<file path="src/hdl/tpt_pkg.sv">
// ----------------------------------------------------------------------------
// tpt_pkg: shared types and constants of the task priority table
// Request and status codes, sequencer states and the control and flag
// structs that pass between the sequencer and the scan unit.
// ----------------------------------------------------------------------------
`default_nettype none

package tpt_pkg;

  // Default geometry of the table.
  localparam int TABLE_DEPTH_DEF = 64;
  localparam int ID_BITS_DEF     = 16;

  // Width of a priority value, fixed by the request format.
  localparam int PRIO_BITS = 32;

  // Request kinds carried with each input item.
  typedef enum logic [1:0] {
    REQ_ADD    = 2'd0,
    REQ_EDIT   = 2'd1,
    REQ_REMOVE = 2'd2,
    REQ_EXEC   = 2'd3
  } tpt_req_e;

  // Result status codes.
  typedef enum logic [1:0] {
    STAT_OK        = 2'd0,
    STAT_EMPTY     = 2'd1,
    STAT_FULL      = 2'd2,
    STAT_NOT_FOUND = 2'd3
  } tpt_status_e;

  // Sequencer states.
  typedef enum logic [2:0] {
    ST_CLEAR,
    ST_IDLE,
    ST_SCAN,
    ST_DRAIN,
    ST_WRITE
  } tpt_state_e;

  // Control from the sequencer to the scan unit.
  typedef struct packed {
    logic clear;   // start of a new request: drop all search results
    logic sample;  // an entry read from the table is present this cycle
  } tpt_scan_ctl_t;

  // Search results reported by the scan unit.
  typedef struct packed {
    logic match_found;  // an entry with the requested task id exists
    logic free_found;   // at least one unused slot exists
    logic best_found;   // at least one valid entry exists
  } tpt_scan_flags_t;

endpackage : tpt_pkg

`default_nettype wire

</file>
<file path="src/hdl/tpt_mem.sv">
// ----------------------------------------------------------------------------
// tpt_mem: entry storage of the task priority table
// One write port and one read port; read data is registered.
// ----------------------------------------------------------------------------
`default_nettype none

module tpt_mem #(
  parameter int DEPTH      = tpt_pkg::TABLE_DEPTH_DEF,
  parameter int WORD_BITS  = 1 + 2 * tpt_pkg::ID_BITS_DEF + tpt_pkg::PRIO_BITS,
  localparam int AW        = $clog2(DEPTH)
) (
  input  wire logic                 clk_i,
  input  wire logic                 we_i,
  input  wire logic [AW-1:0]        waddr_i,
  input  wire logic [WORD_BITS-1:0] wdata_i,
  input  wire logic [AW-1:0]        raddr_i,
  output logic      [WORD_BITS-1:0] rdata_o
);

  logic [WORD_BITS-1:0] mem [DEPTH];

  // Write port.
  always_ff @(posedge clk_i) begin
    if (we_i) begin
      mem[waddr_i] <= wdata_i;
    end
  end

  // Registered read port.
  always_ff @(posedge clk_i) begin
    rdata_o <= mem[raddr_i];
  end

endmodule : tpt_mem

`default_nettype wire

</file>
<file path="src/hdl/tpt_scan.sv">
// ----------------------------------------------------------------------------
// tpt_scan: shared compare unit of the task priority table
// Looks at one table entry per cycle and keeps the id match, the first free
// slot and the highest-priority entry seen so far.
// ----------------------------------------------------------------------------
`default_nettype none

module tpt_scan #(
  parameter int DEPTH   = tpt_pkg::TABLE_DEPTH_DEF,
  parameter int ID_BITS = tpt_pkg::ID_BITS_DEF,
  localparam int AW     = $clog2(DEPTH),
  localparam int PB     = tpt_pkg::PRIO_BITS,
  localparam int WB     = 1 + 2 * ID_BITS + PB
) (
  input  wire logic                 clk_i,
  input  wire logic                 rst_ni,
  input  wire tpt_pkg::tpt_scan_ctl_t ctl_i,
  input  wire logic [AW-1:0]        ent_idx_i,
  input  wire logic [WB-1:0]        ent_word_i,
  input  wire logic [ID_BITS-1:0]   req_task_i,
  output tpt_pkg::tpt_scan_flags_t  flags_o,
  output logic      [AW-1:0]        match_idx_o,
  output logic      [ID_BITS-1:0]   match_user_o,
  output logic      [AW-1:0]        free_idx_o,
  output logic      [AW-1:0]        best_idx_o,
  output logic      [ID_BITS-1:0]   best_user_o
);

  logic                 ent_valid;
  logic [ID_BITS-1:0]   ent_task;
  logic [ID_BITS-1:0]   ent_user;
  logic [PB-1:0]        ent_prio;
  logic                 is_match;
  logic                 is_free;
  logic                 is_better;

  tpt_pkg::tpt_scan_flags_t flags_q, flags_d;
  logic [PB-1:0]      best_prio_q;
  logic [ID_BITS-1:0] best_task_q;

  // Unpack the entry word: valid, task, user, priority from the top down.
  assign ent_prio  = ent_word_i[PB-1:0];
  assign ent_user  = ent_word_i[PB+ID_BITS-1:PB];
  assign ent_task  = ent_word_i[PB+2*ID_BITS-1:PB+ID_BITS];
  assign ent_valid = ent_word_i[PB+2*ID_BITS];

  // One set of comparisons, applied to the entry at hand.
  always_comb begin
    is_match  = ctl_i.sample && ent_valid && (ent_task == req_task_i) &&
                !flags_q.match_found;
    is_free   = ctl_i.sample && !ent_valid && !flags_q.free_found;
    is_better = ctl_i.sample && ent_valid &&
                (!flags_q.best_found || (ent_prio > best_prio_q) ||
                 ((ent_prio == best_prio_q) && (ent_task > best_task_q)));
  end

  // Flag update: cleared at the start of each request.
  always_comb begin
    flags_d = flags_q;
    if (ctl_i.clear) begin
      flags_d = '0;
    end else begin
      if (is_match) begin
        flags_d.match_found = 1'b1;
      end
      if (is_free) begin
        flags_d.free_found = 1'b1;
      end
      if (is_better) begin
        flags_d.best_found = 1'b1;
      end
    end
  end

  always_ff @(posedge clk_i or negedge rst_ni) begin
    if (!rst_ni) begin
      flags_q <= '0;
    end else begin
      flags_q <= flags_d;
    end
  end

  // Payload of the search results.
  always_ff @(posedge clk_i) begin
    if (is_match) begin
      match_idx_o  <= ent_idx_i;
      match_user_o <= ent_user;
    end
    if (is_free) begin
      free_idx_o <= ent_idx_i;
    end
    if (is_better) begin
      best_idx_o  <= ent_idx_i;
      best_user_o <= ent_user;
      best_prio_q <= ent_prio;
      best_task_q <= ent_task;
    end
  end

  assign flags_o = flags_q;

endmodule : tpt_scan

`default_nettype wire

</file>
<file path="src/hdl/task_priority_table.sv">
// ----------------------------------------------------------------------------
// task_priority_table: indexed max-priority table of tasks
// Add, edit, remove and execute-top requests on a table of tasks held in
// one memory and searched by a shared compare unit, one entry per cycle.
// ----------------------------------------------------------------------------
//
//  Channel  Dir  tdata (low bit up)                tuser
//  s_axis   in   task_id, user_id, priority_req    req_type
//  m_axis   out  top_user                          status
//
// No new item is accepted until the previous one is through: the table is
// read one entry per cycle through the single memory read port, then a
// drain state empties the read register and a write state updates the entry
// and loads the result. After reset a clearing pass writes every slot once
// and marks it free; no item is accepted meanwhile.
// A result waits in an output register; the update stalls only if the
// previous result has not been taken yet.
// ----------------------------------------------------------------------------
`default_nettype none

module task_priority_table #(
  parameter int TABLE_DEPTH = tpt_pkg::TABLE_DEPTH_DEF,
  parameter int ID_BITS     = tpt_pkg::ID_BITS_DEF,
  localparam int AW         = $clog2(TABLE_DEPTH),
  localparam int PB         = tpt_pkg::PRIO_BITS,
  localparam int WB         = 1 + 2 * ID_BITS + PB,
  localparam int S_DW       = ((2 * ID_BITS + PB + 7) / 8) * 8,
  localparam int M_DW       = ((ID_BITS + 7) / 8) * 8
) (
  input  wire logic            clk_i,
  input  wire logic            rst_ni,
  // Request items.
  input  wire logic            s_axis_tvalid,
  output logic                 s_axis_tready,
  input  wire logic [S_DW-1:0] s_axis_tdata,  // task_id, user_id, priority_req
  input  wire logic [1:0]      s_axis_tuser,  // req_type
  // Result items.
  output logic                 m_axis_tvalid,
  input  wire logic            m_axis_tready,
  output logic      [M_DW-1:0] m_axis_tdata,  // top_user
  output logic      [1:0]      m_axis_tuser   // status
);

  tpt_pkg::tpt_state_e state_q, state_d;
  logic [AW-1:0]       cnt_q, cnt_d;
  logic                cnt_last;
  logic                sample_q;
  logic [AW-1:0]       idx_q;
  logic                s_hs;
  logic                out_free;

  tpt_pkg::tpt_req_e   req_q;
  logic [ID_BITS-1:0]  task_q;
  logic [ID_BITS-1:0]  user_q;
  logic [PB-1:0]       prio_q;

  logic                 mem_we;
  logic [AW-1:0]        mem_waddr;
  logic [WB-1:0]        mem_wdata;
  logic [WB-1:0]        mem_rdata;

  tpt_pkg::tpt_scan_ctl_t   scan_ctl;
  tpt_pkg::tpt_scan_flags_t scan_flags;
  logic [AW-1:0]            match_idx;
  logic [ID_BITS-1:0]       match_user;
  logic [AW-1:0]            free_idx;
  logic [AW-1:0]            best_idx;
  logic [ID_BITS-1:0]       best_user;

  logic                 res_load;
  tpt_pkg::tpt_status_e res_status;
  logic [ID_BITS-1:0]   res_user;

  logic                 out_valid_q;
  tpt_pkg::tpt_status_e out_status_q;
  logic [ID_BITS-1:0]   out_user_q;

  assign s_hs     = s_axis_tvalid && s_axis_tready;
  assign out_free = !out_valid_q || m_axis_tready;
  assign cnt_last = (cnt_q == AW'(TABLE_DEPTH - 1));

  // Next state of the sequencer.
  always_comb begin
    state_d = state_q;
    unique case (state_q)
      tpt_pkg::ST_CLEAR: if (cnt_last) state_d = tpt_pkg::ST_IDLE;
      tpt_pkg::ST_IDLE:  if (s_hs) state_d = tpt_pkg::ST_SCAN;
      tpt_pkg::ST_SCAN:  if (cnt_last) state_d = tpt_pkg::ST_DRAIN;
      tpt_pkg::ST_DRAIN: state_d = tpt_pkg::ST_WRITE;
      tpt_pkg::ST_WRITE: if (out_free) state_d = tpt_pkg::ST_IDLE;
      default:           state_d = tpt_pkg::ST_CLEAR;
    endcase
  end

  // Sequencer outputs: entry counter, handshake and scan control.
  always_comb begin
    cnt_d           = cnt_q;
    s_axis_tready   = 1'b0;
    scan_ctl.clear  = 1'b0;
    scan_ctl.sample = sample_q;
    unique case (state_q) inside
      tpt_pkg::ST_CLEAR, tpt_pkg::ST_SCAN: begin
        cnt_d = cnt_last ? '0 : cnt_q + AW'(1);
      end
      tpt_pkg::ST_IDLE: begin
        s_axis_tready  = 1'b1;
        scan_ctl.clear = s_hs;
        cnt_d          = '0;
      end
      default: begin
        cnt_d = '0;
      end
    endcase
  end

  always_ff @(posedge clk_i or negedge rst_ni) begin
    if (!rst_ni) begin
      state_q  <= tpt_pkg::ST_CLEAR;
      cnt_q    <= '0;
      sample_q <= 1'b0;
    end else begin
      state_q  <= state_d;
      cnt_q    <= cnt_d;
      sample_q <= (state_q == tpt_pkg::ST_SCAN);
    end
  end

  // Index of the entry arriving from the memory read register.
  always_ff @(posedge clk_i) begin
    idx_q <= cnt_q;
  end

  // Capture the request fields.
  always_ff @(posedge clk_i) begin
    if (s_hs) begin
      req_q  <= tpt_pkg::tpt_req_e'(s_axis_tuser);
      task_q <= s_axis_tdata[ID_BITS-1:0];
      user_q <= s_axis_tdata[2*ID_BITS-1:ID_BITS];
      prio_q <= s_axis_tdata[2*ID_BITS+PB-1:2*ID_BITS];
    end
  end

  // Table update and result, decided once the scan is complete; the clearing pass writes every slot free.
  always_comb begin
    mem_we     = 1'b0;
    mem_waddr  = cnt_q;
    mem_wdata  = '0;
    res_load   = 1'b0;
    res_status = tpt_pkg::STAT_OK;
    res_user   = '0;
    if (state_q == tpt_pkg::ST_CLEAR) begin
      mem_we = 1'b1;
    end else if ((state_q == tpt_pkg::ST_WRITE) && out_free) begin
      res_load = 1'b1;
      case (req_q)
        tpt_pkg::REQ_ADD: begin
          mem_wdata = {1'b1, task_q, user_q, prio_q};
          if (scan_flags.match_found) begin
            mem_we    = 1'b1;
            mem_waddr = match_idx;
          end else if (scan_flags.free_found) begin
            mem_we    = 1'b1;
            mem_waddr = free_idx;
          end else begin
            res_status = tpt_pkg::STAT_FULL;
          end
        end
        tpt_pkg::REQ_EDIT: begin
          mem_wdata = {1'b1, task_q, match_user, prio_q};
          mem_waddr = match_idx;
          if (scan_flags.match_found) begin
            mem_we = 1'b1;
          end else begin
            res_status = tpt_pkg::STAT_NOT_FOUND;
          end
        end
        tpt_pkg::REQ_REMOVE: begin
          mem_waddr = match_idx;
          if (scan_flags.match_found) begin
            mem_we = 1'b1;
          end else begin
            res_status = tpt_pkg::STAT_NOT_FOUND;
          end
        end
        default: begin
          mem_waddr = best_idx;
          if (scan_flags.best_found) begin
            mem_we   = 1'b1;
            res_user = best_user;
          end else begin
            res_status = tpt_pkg::STAT_EMPTY;
          end
        end
      endcase
    end
  end

  // Output register.
  always_ff @(posedge clk_i or negedge rst_ni) begin
    if (!rst_ni) begin
      out_valid_q <= 1'b0;
    end else if (res_load) begin
      out_valid_q <= 1'b1;
    end else if (m_axis_tready) begin
      out_valid_q <= 1'b0;
    end
  end

  always_ff @(posedge clk_i) begin
    if (res_load) begin
      out_status_q <= res_status;
      out_user_q   <= res_user;
    end
  end

  assign m_axis_tvalid = out_valid_q;
  assign m_axis_tdata  = M_DW'(out_user_q);
  assign m_axis_tuser  = out_status_q;

  // Entry storage.
  tpt_mem #(
    .DEPTH     (TABLE_DEPTH),
    .WORD_BITS (WB)
  ) u_mem (
    .clk_i   (clk_i),
    .we_i    (mem_we),
    .waddr_i (mem_waddr),
    .wdata_i (mem_wdata),
    .raddr_i (cnt_q),
    .rdata_o (mem_rdata)
  );

  // Shared compare unit.
  tpt_scan #(
    .DEPTH   (TABLE_DEPTH),
    .ID_BITS (ID_BITS)
  ) u_scan (
    .clk_i        (clk_i),
    .rst_ni       (rst_ni),
    .ctl_i        (scan_ctl),
    .ent_idx_i    (idx_q),
    .ent_word_i   (mem_rdata),
    .req_task_i   (task_q),
    .flags_o      (scan_flags),
    .match_idx_o  (match_idx),
    .match_user_o (match_user),
    .free_idx_o   (free_idx),
    .best_idx_o   (best_idx),
    .best_user_o  (best_user)
  );

endmodule : task_priority_table

`default_nettype wire
</file>
<file path="config.mk">
export PLATFORM = sky130hd
export DESIGN_NAME = task_priority_table
export DESIGN_NICKNAME = d
export VERILOG_FILES = /design/src/hdl/tpt_pkg.sv /design/src/hdl/tpt_mem.sv /design/src/hdl/tpt_scan.sv /design/src/hdl/task_priority_table.sv
export SDC_FILE = /design/constraint.sdc
export NUM_CORES = 2
export LEC_CHECK = 0
export ABC_CLOCK_PERIOD_IN_PS = 6030
export BUFFER_PORTS_ARGS = -buffer_cell sky130_fd_sc_hd__buf_2
export CELL_PAD_IN_SITES_DETAIL_PLACEMENT = 0
export CELL_PAD_IN_SITES_GLOBAL_PLACEMENT = 2
export CORE_ASPECT_RATIO = 0.8
export CORE_MARGIN = 5
export CORE_UTILIZATION = 48
export DETAILED_ROUTE_END_ITERATION = 6
export PLACE_DENSITY_LB_ADDON = 0.1
export SYNTH_ARGS = -nofsm -noshare
export SYNTH_HDL_FRONTEND = slang
export SYNTH_MEMORY_MAX_BITS = 65536
export SYNTH_SLANG_ARGS = --single-unit
</file>
<file path="constraint.sdc">
create_clock -name clk_i -period 6.03 [get_ports clk_i]
set_clock_uncertainty 0.1 [all_clocks]
set_input_delay 1.206 -clock clk_i [delete_from_list [all_inputs] [get_ports clk_i]]
set_output_delay 1.206 -clock clk_i [all_outputs]
set_load 0.1 [all_outputs]
</file>
==> Flow_metrics.wiki <==
{| class="wikitable"
! Metric !! Value
|-
| Internal Dissipation || just under 50 mW
|-
| Most instantiated flip-flop cell in the synthesis netlist || edfxtp_1
|-
| Clock transition time at the flip-flop clock pins of the worst setup and hold paths || 60 ps
|-
| Pre-antenna DRT Iters || 5
|-
| Commonest non-fill, non-tap cell in the layout || edfxtp_1
|-
| Filler cells || 26.1k
|-
| Worst path arrival time || approximately 5200 ps
|-
| Final clock period utilization by the worst path || between 70% and 80%
|-
| Min Tclk post-route || between 4000 and 5000 ps
|-
| Category of the most critical setup path || flip-flop to flip-flop
|-
| CP Data Required Time || 6520 ps
|-
| Total nets after synthesis || 7412
|-
| Outcome || completed
|-
| Synthesis warning total || 0
|-
| Core box area || around 0.35 sq mm
|-
| Switching power of the nets || 11.7 mW
|-
| TritonCTS clock tree || built
|-
| Count of cell types in the netlist || 63
|-
| Buffer and inverter count on the worst path || 3
|-
| Maximum fanout along the worst path || 45
|-
| DRC violation total after the first TritonRoute iteration || 12.8k
|-
| Average size of a mapped cell || 23.0 sq um
|-
| Netlist area before placement || between 0.15 and 0.2 sq mm
|-
| Routed wirelength normalized by instance count || between 40 and 50 um
|-
| Routability cong. || 0.858
|-
| Final Hold Fails || 0
|-
| Fin util || roughly 55%
|-
| Total power density per cell area || 317 mW/mm^2
|-
| Largest stage delay, worst path || 880 ps
|-
| Lkg Pwr || 47.7 nW
|-
| Number of CTS-inserted buffers || 430
|-
| Crit path launch type || flip-flop
|-
| Final cell count without fillers || 12.8k
|-
| Largest net degree at the start of global routing || slightly above 100
|-
| Level count of the clock H-tree || 5
|-
| Inst Count DP || around 12k
|-
| Setup Total Neg Slack || 0 ps
|-
| CP max stage cell || nor2_4
|-
| Portion of total power attributed to combinational logic || 0%
|-
| Clock share of power || between 40% and 50%
|-
| Maximum operating frequency || 0.214 GHz
|-
| Actual slew at the worst max-slew pin || 1390 ps
|-
| Cells after synthesis || 7289
|-
| Post-layout nets || around 7.9k
|-
| Number of global-route vias before repair || 80.2k
|-
| Cells along the critical path || inv_1, ha_1, buf_4, nor2b_1, a221oi_1, o31ai_1, and3b_1, nand2_1, nor2_4, buf_12
|-
| Layout-stage area growth over the synthesis result || 13.7%
|-
| Vias after detailed routing || 82.9k
|-
| Number of antenna violations at the first check in global routing || 62
|-
| Initial Util || between 40% and 50%
|-
| Hold buffer count at cts || 0
|-
| Kind of cell adding the most delay to the critical path || simple AND/OR/NAND/NOR gates
|-
| Max-slew headroom || about 7.1%
|-
| Number of enable flip-flop cells after synthesis || 4342
|-
| Final ANT Viol Nets || 0
|-
| Worst supply voltage drop on vdd || 251 uV
|-
| Die Width || 671 um
|-
| Fraction of registers with async set or reset after synthesis || 0.316%
|-
| Post-synthesis register bit count || 4427
|-
| Residual overflow from global routing || 0
|-
| Port buffer count || just under 90
|-
| Row count || 194
|-
| Total GRT Usage || around 28%
|-
| Number of maximum-capacitance constraint violations || 0
|-
| Switching power share of the total || ~19%
|-
| Count of endpoints failing setup in the final report || 0
|-
| Number of setup buffers added after CTS || 0
|-
| Unrepaired setup endpoints after global routing || no
|-
| PostCTS Resize Cnt || 0
|-
| Cell chosen for the clock root || clkbuf_16
|-
| Total I/O pin count || 90
|-
| # DRC || 0
|-
| Global-route wire length before repair || about 700000 um
|-
| Most used cells in the layout excluding fill and tap cells || edfxtp_1 (4342), mux4_2 (1085), clkbuf_16 (437)
|-
| Final number of max-transition violations || 0
|-
| Sum of routed wire length over all layers || 518000 um
|-
| Endpoint type of the worst setup path || flip-flop
|-
| Fraction of final layout cells with drive strength greater than 1 || between 20% and 30%
|-
| Insertion delay to the later sink of the worst-skew pair || 980 ps
|-
| Max clock buf depth || 4
|-
| Portion of total power attributed to sequential cells || around 55%
|-
| Sequential fraction of the synthesis area || about four fifths
|-
| Post-detail-place hpwl || 314000 um
|-
| Routed vias/inst || between 6 and 7
|-
| Height of the die || about 540 um
|-
| Hold Path Class || primary input to asynchronous set/reset pin
|-
| Number of clock sinks || 4427
|-
| Overall die area || 0.362 sq mm
|}
==> metal layers <==
layer,global-route usage (%),routed length [um]
met3,6.64,52500
met2,41.3,230000
met4,8.85,18600
met5,0,90
met1,42.7,217000
==> power by group through the flow <==
stage	Combinational [mW]	Clock, mW	Sequential [mW]
2_1_floorplan	0.000113	0	33.9
3_3_place_gp	0.0271	0	33.9
3_5_place_dp	0.0278	0	33.9
4_1_cts	0.0278	27.6	33.2
5_1_grt	0.0298	28.9	33.2
6_report	0.0269	27.2	33.2
==> cell type report <==
| type | count | area [sq um] | area share [%] |
|---|---|---|---|
| multi-input combinational | 2428 | 34400 | 18.0 |
| clock buffer | 514 | 11300 | 5.93 |
| tap | 4606 | 5760 | 3.02 |
| timing repair buffer | 446 | 4160 | 2.18 |
| clock inverter | 287 | 2820 | 1.47 |
| antenna | 16 | 40.0 | 0.0210 |
| sequential | 4427 | 132000 | 69.2 |
| inverter | 61 | 241 | 0.126 |
==> path summary, 6_finish.rpt <==
kind                                                      to                 startpoint  cells past startpoint  slack (ps)
max in group asynchronous                 cnt_q[4]$_DFF_PN0_                     rst_ni                      1        5400
min reg2reg                u_scan.match_user_o[13]$_DFFE_PP_  u_mem.rdata_o[45]$_DFF_P_                      0         340
max reg2reg                      u_mem.mem[36][31]$_DFFE_PP_         req_q[0]$_DFFE_PP_                     10        1360
min                                       cnt_q[1]$_DFF_PN0_                     rst_ni                      1          80
max                              u_mem.mem[36][31]$_DFFE_PP_         req_q[0]$_DFFE_PP_                     10        1360
min in group clk_i                      user_q[14]$_DFFE_PP_           s_axis_tdata[30]                      1         300
==> synthesized netlist by cell type, drive strengths merged (4+ instances only) <==
cell type / count / area (sq um)
clkbuf: 131 / 492
dfrtp: 14 / 350
nor3: 11 / 55.1
a211o: 16 / 140
a22oi: 88 / 661
nand3b: 10 / 75.1
and2: 71 / 444
mux2i: 201 / 2010
buf: 242 / 1510
dfxtp: 71 / 1420
mux2: 8 / 90.1
edfxtp: 4342 / 130000
inv: 61 / 229
a221oi: 7 / 61.3
nor2b: 27 / 169
o22ai: 78 / 488
nand2: 153 / 574
ha: 53 / 663
nand4b: 8 / 70.1
o41ai: 6 / 52.6
a21oi: 189 / 946
nor2: 117 / 439
mux4: 1085 / 24400
o211ai: 4 / 30.0
nand2b: 14 / 87.6
xor2: 17 / 149
o31ai: 9 / 67.6
o21ai: 44 / 220
o221ai: 99 / 867
a211oi: 21 / 158
nand3: 28 / 140
nor4: 7 / 50.1
a21o: 4 / 30.0
nand4: 13 / 81.3
==> cell families after synthesis <==
kind of cell / after synthesis / synth area share, %
AO/OA/AOI/OAI: 590 / 2.34
adder cells (fa/ha/maj): 53 / 0.395
AND/OR/NAND/NOR: 471 / 1.35
flip-flops: 4427 / 78.7
multiplexers: 1294 / 15.8
buffers and inverters: 434 / 1.33
XOR/XNOR: 20 / 0.104
==> state kept, by name, indices dropped and copies added, names as in the netlist, 2 cells and up <==
register / flops
state_q: 3
u_mem.mem: 4160
u_scan.free_idx_o: 6
u_scan.best_user_o: 16
u_scan.match_user_o: 16
cnt_q: 6
u_scan.flags_o: 3
idx_q: 6
prio_q: 32
user_q: 16
task_q: 16
u_scan.best_idx_o: 6
u_mem.rdata_o: 65
u_scan.match_idx_o: 6
req_q: 2
m_axis_tdata: 16
m_axis_tuser: 2
u_scan.best_task_q: 16
u_scan.best_prio_q: 32
==> worst register-to-register path: stages (launching register included) <==
cell and delay [ps]:
edfxtp_1 430, inv_1 100, ha_1 140, buf_4 370
nor2b_1 410, a221oi_1 140, o31ai_1 350, and3b_1 350
nand2_1 500, nor2_4 880, buf_12 390
==> stage by stage <==
| step | hold WS (ps) | total power [mW] | area (sq um) | setup slack (ps) |
|---|---|---|---|---|
| after floorplan | 245 | 33.9 | 168000 | 68.9 |
| after global placement | 326 | 33.9 | 177000 | 688 |
| after detailed placement | 332 | 33.9 | 177000 | 724 |
| after CTS | 0.455 | 60.9 | 191000 | 1380 |
| after global routing | 60.6 | 62.2 | 191000 | 1100 |
| final | 79.1 | 60.4 | 191000 | 1360 |
Note: power is estimated with default switching activity, not from simulation.
